===== src/rtl/fss_pkg.sv =====
// Shared types, codes and constants for the FAT32 file sector sequencer.
// No dependencies; imported by every module of the block.
package fss_pkg;

  // Sector geometry (fixed by the card interface)
  localparam int SECTOR_BYTES = 512;
  localparam int SECTOR_SHIFT = $clog2(SECTOR_BYTES);
  localparam int VB_W         = $clog2(SECTOR_BYTES + 1);
  localparam int OFF_W        = SECTOR_SHIFT;

  // Field widths
  localparam int CLUSTER_W = 28;
  localparam int WORD_W    = 32;
  localparam int SPC_W     = 8;
  localparam int BYTES_W   = 33;

  // Stream packing
  localparam int IN_DATA_W   = 64;
  localparam int IN_USER_W   = 2;
  localparam int OUT_PAY_W   = WORD_W + VB_W + OFF_W;
  localparam int OUT_DATA_W  = ((OUT_PAY_W + 7) / 8) * 8;
  localparam int OUT_USER_W  = 3;
  localparam int CFG_INDEX_W = 2;

  // Last cluster number that still points at a real cluster
  localparam logic [CLUSTER_W-1:0] CHAIN_LAST_OK = 28'hFFF_FFF6;

  // Request kinds
  typedef enum logic [IN_USER_W-1:0] {
    REQ_OPEN  = 2'd0,
    REQ_NEXT  = 2'd1,
    REQ_REPLY = 2'd2
  } req_t;

  // Result codes
  typedef enum logic [OUT_USER_W-1:0] {
    ST_OPENED    = 3'd0,
    ST_DATA      = 3'd1,
    ST_FAT       = 3'd2,
    ST_EOF       = 3'd3,
    ST_CHAIN_END = 3'd4,
    ST_BAD_ORDER = 3'd5
  } status_t;

  // Configuration register indexes
  typedef enum logic [CFG_INDEX_W-1:0] {
    CFG_SPC       = 2'd0,
    CFG_FIRST_DAT = 2'd1,
    CFG_FAT_START = 2'd2
  } cfg_index_t;

  typedef struct packed {
    logic [SPC_W-1:0]  sectors_per_cluster;
    logic [WORD_W-1:0] first_data_sector;
    logic [WORD_W-1:0] fat_start_sector;
  } cfg_t;

  // Walk state of the open file
  typedef struct packed {
    logic [CLUSTER_W-1:0] current_cluster;
    logic [WORD_W-1:0]    file_bytes;
    logic [BYTES_W-1:0]   bytes_given;
    logic [SPC_W-1:0]     sector_in_cluster;
    logic                 awaiting_fat;
  } walk_t;

  typedef struct packed {
    status_t           status;
    logic [WORD_W-1:0] sector_address;
    logic [VB_W-1:0]   valid_bytes;
    logic [OFF_W-1:0]  fat_offset;
  } result_t;

endpackage


===== src/rtl/fat32_file_sector_sequencer_top.sv =====
// Top level of the FAT32 file sector sequencer: stream ports, config registers,
// input and result registers. Depends on fss_pkg and fss_step.
//
//  channel  | direction | handshake             | payload
//  s_axis   | in        | tvalid/tready         | tuser: req_type; tdata: cluster_word, file_length
//  m_axis   | out       | tvalid/tready         | tuser: status; tdata: sector_address,
//           |           |                       |        valid_bytes, fat_offset
//  cfg      | in        | we only, no wait      | index, data
//
// One request per cycle sustained while m_axis does not stall.
// Each request passes an input register, then the step logic (one 32x8 multiply-add)
// into the result register, where the walk state is updated in the same cycle.
// A stall on m_axis holds the result register, then the input register, then s_axis.
// Synchronous reset clears the walk state, config (sectors per cluster to 1) and valids.
module fat32_file_sector_sequencer_top (
  input  logic                              clk,
  input  logic                              rst,
  // fields from bit 0: cluster_word[31:0], file_length[63:32]
  input  logic [fss_pkg::IN_DATA_W-1:0]     s_axis_tdata,
  // fields from bit 0: req_type[1:0]
  input  logic [fss_pkg::IN_USER_W-1:0]     s_axis_tuser,
  input  logic                              s_axis_tvalid,
  output logic                              s_axis_tready,
  // fields from bit 0: sector_address[31:0], valid_bytes[41:32], fat_offset[50:42]
  output logic [fss_pkg::OUT_DATA_W-1:0]    m_axis_tdata,
  // fields from bit 0: status[2:0]
  output logic [fss_pkg::OUT_USER_W-1:0]    m_axis_tuser,
  output logic                              m_axis_tvalid,
  input  logic                              m_axis_tready,
  input  logic                              cfg_we,
  input  logic [fss_pkg::CFG_INDEX_W-1:0]   cfg_index,
  input  logic [fss_pkg::WORD_W-1:0]        cfg_data
);
  import fss_pkg::*;

  cfg_t              cfg;
  walk_t             walk;
  walk_t             walk_next;
  result_t           step_res;
  result_t           out_res;
  logic              in_valid;
  logic [IN_USER_W-1:0] in_req;
  logic [WORD_W-1:0] in_word;
  logic [WORD_W-1:0] in_len;
  logic              out_ready;
  logic              advance;

  // Pipeline flow control
  assign out_ready     = !m_axis_tvalid || m_axis_tready;
  assign advance       = in_valid && out_ready;
  assign s_axis_tready = !in_valid || out_ready;

  // Configuration registers
  always_ff @(posedge clk) begin
    if (rst) begin
      cfg.sectors_per_cluster <= SPC_W'(1);
      cfg.first_data_sector   <= '0;
      cfg.fat_start_sector    <= '0;
    end else if (cfg_we) begin
      unique case (cfg_index)
        CFG_SPC:       cfg.sectors_per_cluster <= cfg_data[SPC_W-1:0];
        CFG_FIRST_DAT: cfg.first_data_sector   <= cfg_data;
        CFG_FAT_START: cfg.fat_start_sector    <= cfg_data;
        default: ;
      endcase
    end
  end

  // Input register
  always_ff @(posedge clk) begin
    if (rst) begin
      in_valid <= 1'b0;
    end else if (s_axis_tready) begin
      in_valid <= s_axis_tvalid;
    end
  end

  always_ff @(posedge clk) begin
    if (s_axis_tready && s_axis_tvalid) begin
      in_req  <= s_axis_tuser;
      in_word <= s_axis_tdata[WORD_W-1:0];
      in_len  <= s_axis_tdata[2*WORD_W-1:WORD_W];
    end
  end

  fss_step u_step (
    .cfg          (cfg),
    .cur          (walk),
    .req_type     (in_req),
    .cluster_word (in_word),
    .file_length  (in_len),
    .nxt          (walk_next),
    .res          (step_res)
  );

  // Walk state advances as the request moves into the result register
  always_ff @(posedge clk) begin
    if (rst) begin
      walk <= '0;
    end else if (advance) begin
      walk <= walk_next;
    end
  end

  // Result register
  always_ff @(posedge clk) begin
    if (rst) begin
      m_axis_tvalid <= 1'b0;
    end else if (out_ready) begin
      m_axis_tvalid <= in_valid;
    end
  end

  always_ff @(posedge clk) begin
    if (advance) begin
      out_res <= step_res;
    end
  end

  assign m_axis_tuser = out_res.status;
  assign m_axis_tdata = {{(OUT_DATA_W-OUT_PAY_W){1'b0}}, out_res.fat_offset,
                         out_res.valid_bytes, out_res.sector_address};

endmodule


===== src/rtl/fss_step.sv =====
// Next-state and result logic for one request of the sector sequencer.
// Pure combinational; depends on fss_pkg.
module fss_step (
  input  fss_pkg::cfg_t             cfg,
  input  fss_pkg::walk_t            cur,
  input  logic [1:0]                req_type,
  input  logic [31:0]               cluster_word,
  input  logic [31:0]               file_length,
  output fss_pkg::walk_t            nxt,
  output fss_pkg::result_t          res
);
  import fss_pkg::*;

  logic [CLUSTER_W-1:0]  masked_word;
  logic                  chain_end;
  logic                  is_reply;
  logic [CLUSTER_W-1:0]  data_cluster;
  logic [SPC_W-1:0]      data_sic;
  logic [WORD_W-1:0]     base;
  logic [WORD_W-1:0]     prod;
  logic [WORD_W-1:0]     data_sector;
  logic [BYTES_W-1:0]    left;
  logic [VB_W-1:0]       data_vb;
  logic [CLUSTER_W+1:0]  byte_pos;
  logic [WORD_W-1:0]     fat_sector;
  logic [OFF_W-1:0]      fat_off;
  walk_t                 data_nxt;
  result_t               data_res;

  assign masked_word = cluster_word[CLUSTER_W-1:0];
  assign chain_end   = (masked_word == '0) || (masked_word > CHAIN_LAST_OK);
  assign is_reply    = (req_type == REQ_REPLY);

  // A reply moves to sector 0 of the new cluster before the data sector is formed
  assign data_cluster = is_reply ? masked_word : cur.current_cluster;
  assign data_sic     = is_reply ? '0 : cur.sector_in_cluster;

  // Data sector: (cluster - 2) * spc + first data sector + sector in cluster
  assign base        = {{(WORD_W-CLUSTER_W){1'b0}}, data_cluster} - WORD_W'(2);
  assign prod        = base * {{(WORD_W-SPC_W){1'b0}}, cfg.sectors_per_cluster};
  assign data_sector = prod + cfg.first_data_sector
                     + {{(WORD_W-SPC_W){1'b0}}, data_sic};

  // Bytes of this sector that still belong to the file
  assign left    = {1'b0, cur.file_bytes} - cur.bytes_given;
  assign data_vb = (left < BYTES_W'(SECTOR_BYTES)) ? left[VB_W-1:0] : VB_W'(SECTOR_BYTES);

  // FAT entry position: four bytes per cluster
  assign byte_pos   = {cur.current_cluster, 2'b00};
  assign fat_off    = byte_pos[OFF_W-1:0];
  assign fat_sector = cfg.fat_start_sector + WORD_W'(byte_pos >> SECTOR_SHIFT);

  // Outcome of handing out a data sector
  always_comb begin
    data_nxt                   = cur;
    data_nxt.current_cluster   = data_cluster;
    data_nxt.sector_in_cluster = data_sic + SPC_W'(1);
    data_nxt.bytes_given       = cur.bytes_given + BYTES_W'(SECTOR_BYTES);
    data_nxt.awaiting_fat      = 1'b0;
    data_res.status            = ST_DATA;
    data_res.sector_address    = data_sector;
    data_res.valid_bytes       = data_vb;
    data_res.fat_offset        = '0;
  end

  // Request decode
  always_comb begin
    nxt                = cur;
    res.status         = ST_BAD_ORDER;
    res.sector_address = '0;
    res.valid_bytes    = '0;
    res.fat_offset     = '0;
    unique case (req_type)
      REQ_OPEN: begin
        nxt.current_cluster   = masked_word;
        nxt.file_bytes        = file_length;
        nxt.bytes_given       = '0;
        nxt.sector_in_cluster = '0;
        nxt.awaiting_fat      = 1'b0;
        res.status            = ST_OPENED;
      end
      REQ_NEXT: begin
        priority if (cur.awaiting_fat) begin
          res.status = ST_BAD_ORDER;
        end else if (cur.bytes_given >= {1'b0, cur.file_bytes}) begin
          res.status = ST_EOF;
        end else if (cur.sector_in_cluster >= cfg.sectors_per_cluster) begin
          nxt.awaiting_fat   = 1'b1;
          res.status         = ST_FAT;
          res.sector_address = fat_sector;
          res.fat_offset     = fat_off;
        end else begin
          nxt = data_nxt;
          res = data_res;
        end
      end
      REQ_REPLY: begin
        priority if (!cur.awaiting_fat) begin
          res.status = ST_BAD_ORDER;
        end else if (chain_end) begin
          nxt.awaiting_fat = 1'b0;
          res.status       = ST_CHAIN_END;
        end else begin
          nxt = data_nxt;
          res = data_res;
        end
      end
      default: begin
        res.status = ST_BAD_ORDER;
      end
    endcase
  end

endmodule


===== config.mk =====
export PLATFORM = sky130hd
export DESIGN_NAME = fat32_file_sector_sequencer_top
export DESIGN_NICKNAME = d
export VERILOG_FILES = /design/src/rtl/fss_pkg.sv /design/src/rtl/fat32_file_sector_sequencer_top.sv /design/src/rtl/fss_step.sv
export SDC_FILE = /design/constraint.sdc
export NUM_CORES = 1
export LEC_CHECK = 0
export ABC_CLOCK_PERIOD_IN_PS = 9530
export BUFFER_PORTS_ARGS = -buffer_cell sky130_fd_sc_hd__buf_2
export CORE_UTILIZATION = 45
export CTS_BUF_LIST = sky130_fd_sc_hd__clkbuf_4 sky130_fd_sc_hd__clkbuf_8
export CTS_CLUSTER_DIAMETER = 100
export DETAILED_ROUTE_END_ITERATION = 8
export HOLD_SLACK_MARGIN = 0.02
export PLACE_DENSITY_LB_ADDON = 0.3
export SKIP_CTS_REPAIR_TIMING = 1
export SYNTH_ARGS = -nofsm -noshare
export SYNTH_HDL_FRONTEND = slang
export SYNTH_HIERARCHICAL = 1
export SYNTH_SLANG_ARGS = --single-unit

===== constraint.sdc =====
create_clock -name clk -period 9.53 [get_ports clk]
set_input_delay 0.4765 -clock clk [delete_from_list [all_inputs] [get_ports clk]]
set_output_delay 0.4765 -clock clk [all_outputs]
set_load 0.1 [all_outputs]

==> run metrics, run 1 <==
CTS buffer count 55; Core Rows 87; Initial Utilization 0.456; Die Area 58,400 sq um; Sequential Power Share 0.350; Fin Setup TNS 0 ns; Post-Syn Area 25,800 sq um; critical path data arrival time 9.35 ns; DRC 0; post-route ant nets 0; Clock power frac 0.335; Min Clock Period, post-route slightly below 9 ns; antenna violations before repair 5; # port buffers 156; IO Count 166; RSZ-0062 raised after global routing false; Sw Share 0.362; clock root cell clkbuf_8; die width roughly 240 um; gpl congestion 0.911; outcome finished clean; Psw ~1.4 mW; max-cap viol count 0; first-pass GRT wire length between 100,000 and 150,000 um; DR vias 22,100; P_leak ~12 nW; Tcrit/Tclk final 0.936; CP endpoint kind flip-flop; Pre-antenna DRT Iters 6; worst hold margin between 0.04 and 0.05 ns; Achievable Freq around 110 MHz; pwr dens around 140 nW/um^2; Most common cell on crit path fa_1; Syn Inst Count 2,896; Crit Path Category reg -> reg; Via density 5.71; nets about 3,500; Internal Pwr Total 2.54 mW; Gate power share 0.315; Critical Path Fanout Max 61; Tot Pwr roughly 4.0 mW; vias in the first global route 21,300; Fill cells 5,265; Clock Latency Late Sink 0.69 ns; Core Area 56,600 sq um; final hold vios 0; DPL Wire Length 55,800 um; worst slew pin tran 1.25 ns; CP peak stage delay 0.69 ns; GR Util All Layers 0.258; Hold Crit Class in -> reg; max_slew headroom 0.166; r2r setup slk just over 0.6 ns; P&R area growth vs syn 12.2%; routed len/inst 19.9 um; Post-Route WL 77,100 um; Slew Limit Fails 0; Clock Sinks around 290; H-tree Lvls 2; Critical Path RT 9.97 ns; CTS tree done; largest net degree at the start of global routing 146; Setup violations, final 0; DR iter-0 viols 2,266; metal3 WL 7500 um; share of cells above drive strength 1 0.103; register clock-pin slew on the reported worst setup and hold paths ~0.060 ns; top layer in use met4; clock skew 0.0610 ns; synthesized area per cell a little under 9 sq um; Die Y 242 um; CP max stage cell ha_4; Met1 Wirelength 34,100 um; Synth warnings 6; grt total ovfl 0; CTS max path bufs 3; VDD IR max between 100 and 150 uV; met2 wire len 33,800 um; crit start category flip-flop
-- final timing paths --
path                              startpoint          endpoint  cells past startpoint
worst max-delay path               in_req[0]  m_axis_tdata[28]                     28
worst min-delay path            cfg_data[25]           cfg[25]                      3
worst max register to register     in_req[0]  m_axis_tdata[28]                     28
worst min register to register       cfg[44]           cfg[44]                      2
-- metrics by stage --
step	std cells	area [sq um]	utilization	setup slack, ns
6_report	3871	29000	0.512	0.615
5_1_grt	3870	29000	0.512	0.147
3_3_place_gp	3705	27200	0.480	0.615
2_1_floorplan	2901	25800	-	1.46
4_1_cts	3807	28300	0.501	0.426
3_5_place_dp	3705	27200	0.480	0.443
-- power groups by stage --
stage	Clock, mW	Combinational [mW]	Sequential [mW]
CTS	1.37	1.22	1.39
floorplan	0	0.825	1.48
detailed placement	0	1.21	1.42
global placement	0	1.18	1.42
global route	1.42	1.38	1.40
finish	1.33	1.25	1.39
-- placed cells by master, fill, tap and decap left out, drive strengths merged, types with 62 or more instances in the layout --
cell / count
a21oi: 183
and2: 111
buf: 196
clkbuf: 77
dfxtp: 176
dlygate4sd3: 62
edfxtp: 116
fa: 193
ha: 138
inv: 209
mux2i: 129
nand2: 334
nand2b: 232
nor2: 180
o21ai: 99
xnor2: 70
-- critical path, delay by kind of cell, from the launching register on --
kind / cells / cell delay [ns]
AOI/OAI and AO/OA: 9 / 2.54
buffers and inverters: 2 / 0.19
and+or+nand+nor: 6 / 1.38
muxes: 1 / 0.32
xor gates and xnor gates: 2 / 0.24
adders and majority gates: 8 / 3.59
DFF: 1 / 0.43
-- sequential cells by signal, indices dropped and copies added, names as in the netlist --
name / flops
in_valid: 1
m_axis_tuser: 3
m_axis_tdata: 51
in_word: 28
in_req: 2
cfg: 72
m_axis_tvalid: 1
walk: 102
in_len: 32
-- metal layers --
layer / vias up / track usage
met2: 921 / 0.390
met4: 0 / 0.0710
met5: - / 0
met3: 103 / 0.0628
met1: 10800 / 0.364
li1: 10300 / -
-- final cells by class --
| class | count | area (sq um) | area share |
|---|---|---|---|
| Timing Repair Buffer | 258 | 1720 | 0.0594 |
| Antenna cell | 2 | 5.00 | 0.000173 |
| Clock inverter | 25 | 204 | 0.00704 |
| Clock buffer | 77 | 966 | 0.0333 |
| Multi-Input combinational cell | 2248 | 17300 | 0.598 |
| Inverter | 213 | 800 | 0.0276 |
| Sequential cell | 292 | 7010 | 0.242 |
| Tap cell | 756 | 946 | 0.0326 |
(Power assumes the default switching activity.)
==> run 2: changes to the inputs <==
--- a/config.mk
+++ b/config.mk
@@ -7,7 +7,7 @@
 export LEC_CHECK = 0
 export ABC_CLOCK_PERIOD_IN_PS = 9530
 export BUFFER_PORTS_ARGS = -buffer_cell sky130_fd_sc_hd__buf_2
-export CORE_UTILIZATION = 45
+export CORE_UTILIZATION = 40
 export CTS_BUF_LIST = sky130_fd_sc_hd__clkbuf_4 sky130_fd_sc_hd__clkbuf_8
 export CTS_CLUSTER_DIAMETER = 100
 export DETAILED_ROUTE_END_ITERATION = 8
==> run 2 against run 1 <==
Against the previous run: via count fell by 2.8%; fmax rose by 2.9%; cell count rose by 2.6%; first-iteration DRC count fell by 28%; combinational power barely moved; largest power group is now clock; register-to-register slack improved by 0.25 ns; non-clock buffer count rose by 6; highest routed layer unchanged; count of clock-buffer cells in the layout fell by 1; design area rose by 0.95%; worst hold slack got worse by 0.020 ns; die area rose by 12%.
==> run metrics, run 2 (same netlist as run 1, synthesis figures left out) <==
CP endpoint kind flip-flop; Core Area 63,400 sq um (+12%); Tot Pwr 4.07 mW (+2.2%); Clock Sinks 292 (unchanged); Via density 5.41 (-5.2%); Core Rows 92 (+5.7%); P&R area growth vs syn 13.2%; final hold vios 0 (unchanged); die width 256 um (+6.0%); CTS tree done; P_leak 12.2 nW (+0.66%); gpl congestion 0.910 (-0.12%); vias in the first global route 20,300 (-4.6%); critical path data arrival time 9.10 ns (-0.25 ns); Crit Path Category reg -> reg; R2R Path Start in_req[0]; Post-Route WL 75,300 um (-2.4%); Most common cell on crit path fa_1; largest net degree at the start of global routing 187 (+28%); Slew Limit Fails 0 (unchanged); pwr dens 139 nW/um^2 (+1.2%); crit start category flip-flop; antenna violations before repair 3 (-2); first-pass GRT wire length 117,000 um (-1.4%); Hold Crit Class in -> reg; Tcrit/Tclk final 0.909 (-0.0260); Clock Latency Late Sink 0.74 ns (+0.05 ns); Worst Min Path Start cfg_data[8]; r2r setup slk 0.86 ns (+0.25 ns); register clock-pin slew on the reported worst setup and hold paths 0.07 ns (about the same); grt total ovfl 0 (unchanged); Critical Path RT 9.96 ns (about the same); RSZ-0062 raised after global routing false; Min Clock Period, post-route 8.67 ns (-0.248 ns); nets 3,512 (+0.23%); share of cells above drive strength 1 0.106 (+0.00255); Achievable Freq 115 MHz (+2.9%); area of the multi-input gates 17,300 sq um (about the same); Critical Path Fanout Max 31 (-49%); max reg flops 102 (unchanged); clock skew 0.0806 ns (+0.0196 ns); DR vias 21,500 (-2.8%); VDD IR max 187 uV (+70%); worst slew pin tran 1.13 ns (-0.122 ns); CP peak stage delay 0.51 ns (-0.18 ns); Most flops, register walk; Crit. Startpoint in_req[0]; Buf/Inv on CP 4 (+2); IO Count 166 (unchanged); CTS buffer count 57 (+3.6%); Pre-antenna DRT Iters 5 (-1); Die Area 65,600 sq um (+12%); routed len/inst 19.0 um (-4.9%); DR iter-0 viols 1,634 (-28%); most frequent cells in the layout nand2_1 (333), nand2b_1 (232), inv_1 (207), fa_1 (193), a21oi_1 (182); Fin Setup TNS 0 ns (unchanged); H-tree Lvls 2 (unchanged); clock root cell clkbuf_8; outcome finished clean; # port buffers 156 (unchanged); worst hold margin 0.0218 ns (-0.0203 ns); Top Family by Delay on Critical Path compound AO/OA/AOI/OAI gates; max_slew headroom 0.245 (+0.0786); Die Y 256 um (+6.0%); max-cap viol count 0 (unchanged); CTS max path bufs 3 (unchanged); Setup violations, final 0 (unchanged); Fill cells 6,175 (+17%); DPL Wire Length 55,400 um (-0.78%); GR Util All Layers 0.225 (-0.0323); DRC 0 (unchanged); Initial Utilization 0.407 (-0.0491); post-route ant nets 0 (unchanged); most common cell after layout, fill and taps aside nand2_1; register area 7010 sq um (unchanged); CP max stage cell fa_1
## run 2: changes by cell type in the layout (fill, tap and decap cells not counted), moves of 2 or more
cell | previous run | this run
clkbuf_8 | 62 | 64
dlygate4sd3_1 | 62 | 68
clkinv_8 | 0 | 2
clkbuf_4 | 15 | 12
clkinv_1 | 16 | 12
bufinv_16 | 3 | 5
clkinv_2 | 6 | 11
## run 2: power breakdown
| group | switching [mW] | internal [mW] | leakage, nW |
|---|---|---|---|
| clock | 0.631 | 0.808 | 0.666 |
| combinational | 0.783 | 0.450 | 9.01 |
| sequential | 0.0460 | 1.35 | 2.53 |
| total | 1.46 | 2.61 | 12.2 |
## run 2: through the flow
stage                     cell area (sq um)  setup slack [ns]  cells   util
after detailed placement              27300              1.05   3795  0.430
final                                 29200             0.863   3971  0.461
after global routing                  29200             0.504   3970  0.461
after global placement                27300              1.09   3795  0.430
after floorplan                       25800              1.46   2901      -
after CTS                             28600             0.999   3901  0.450
## run 2: layer usage
metal | track usage | part of all wire
met5 | 0 | 0
met4 | 0.0667 | 0.023
met3 | 0.0465 | 0.072
met2 | 0.339 | 0.44
met1 | 0.324 | 0.47
## run 2: worst paths after layout
check	cells after the start	end
min reg2reg	2	cfg[47]
max reg2reg	27	m_axis_tdata[26]
max	27	m_axis_tdata[26]
min	3	cfg[8]
## run 2: area by class of cell
class	count	area share
Inverter	213	0.0273
Antenna cell	2	0.000171
Multi-Input combinational cell	2248	0.592
Clock buffer	76	0.0332
Sequential cell	292	0.240
Clock inverter	30	0.0107
Timing Repair Buffer	264	0.0604
Tap cell	846	0.0362
## run 2: worst register-to-register path: cells and delay by family, from the launching register on
family                   cells  cell delay [ns]
AO/OA/AOI/OAI               11             2.99
flip-flops                   1             0.43
AND/OR/NAND/NOR              3             0.59
XOR/XNOR                     2             0.62
buffers and inverters        4             0.77
adder cells (fa/ha/maj)      7             2.93
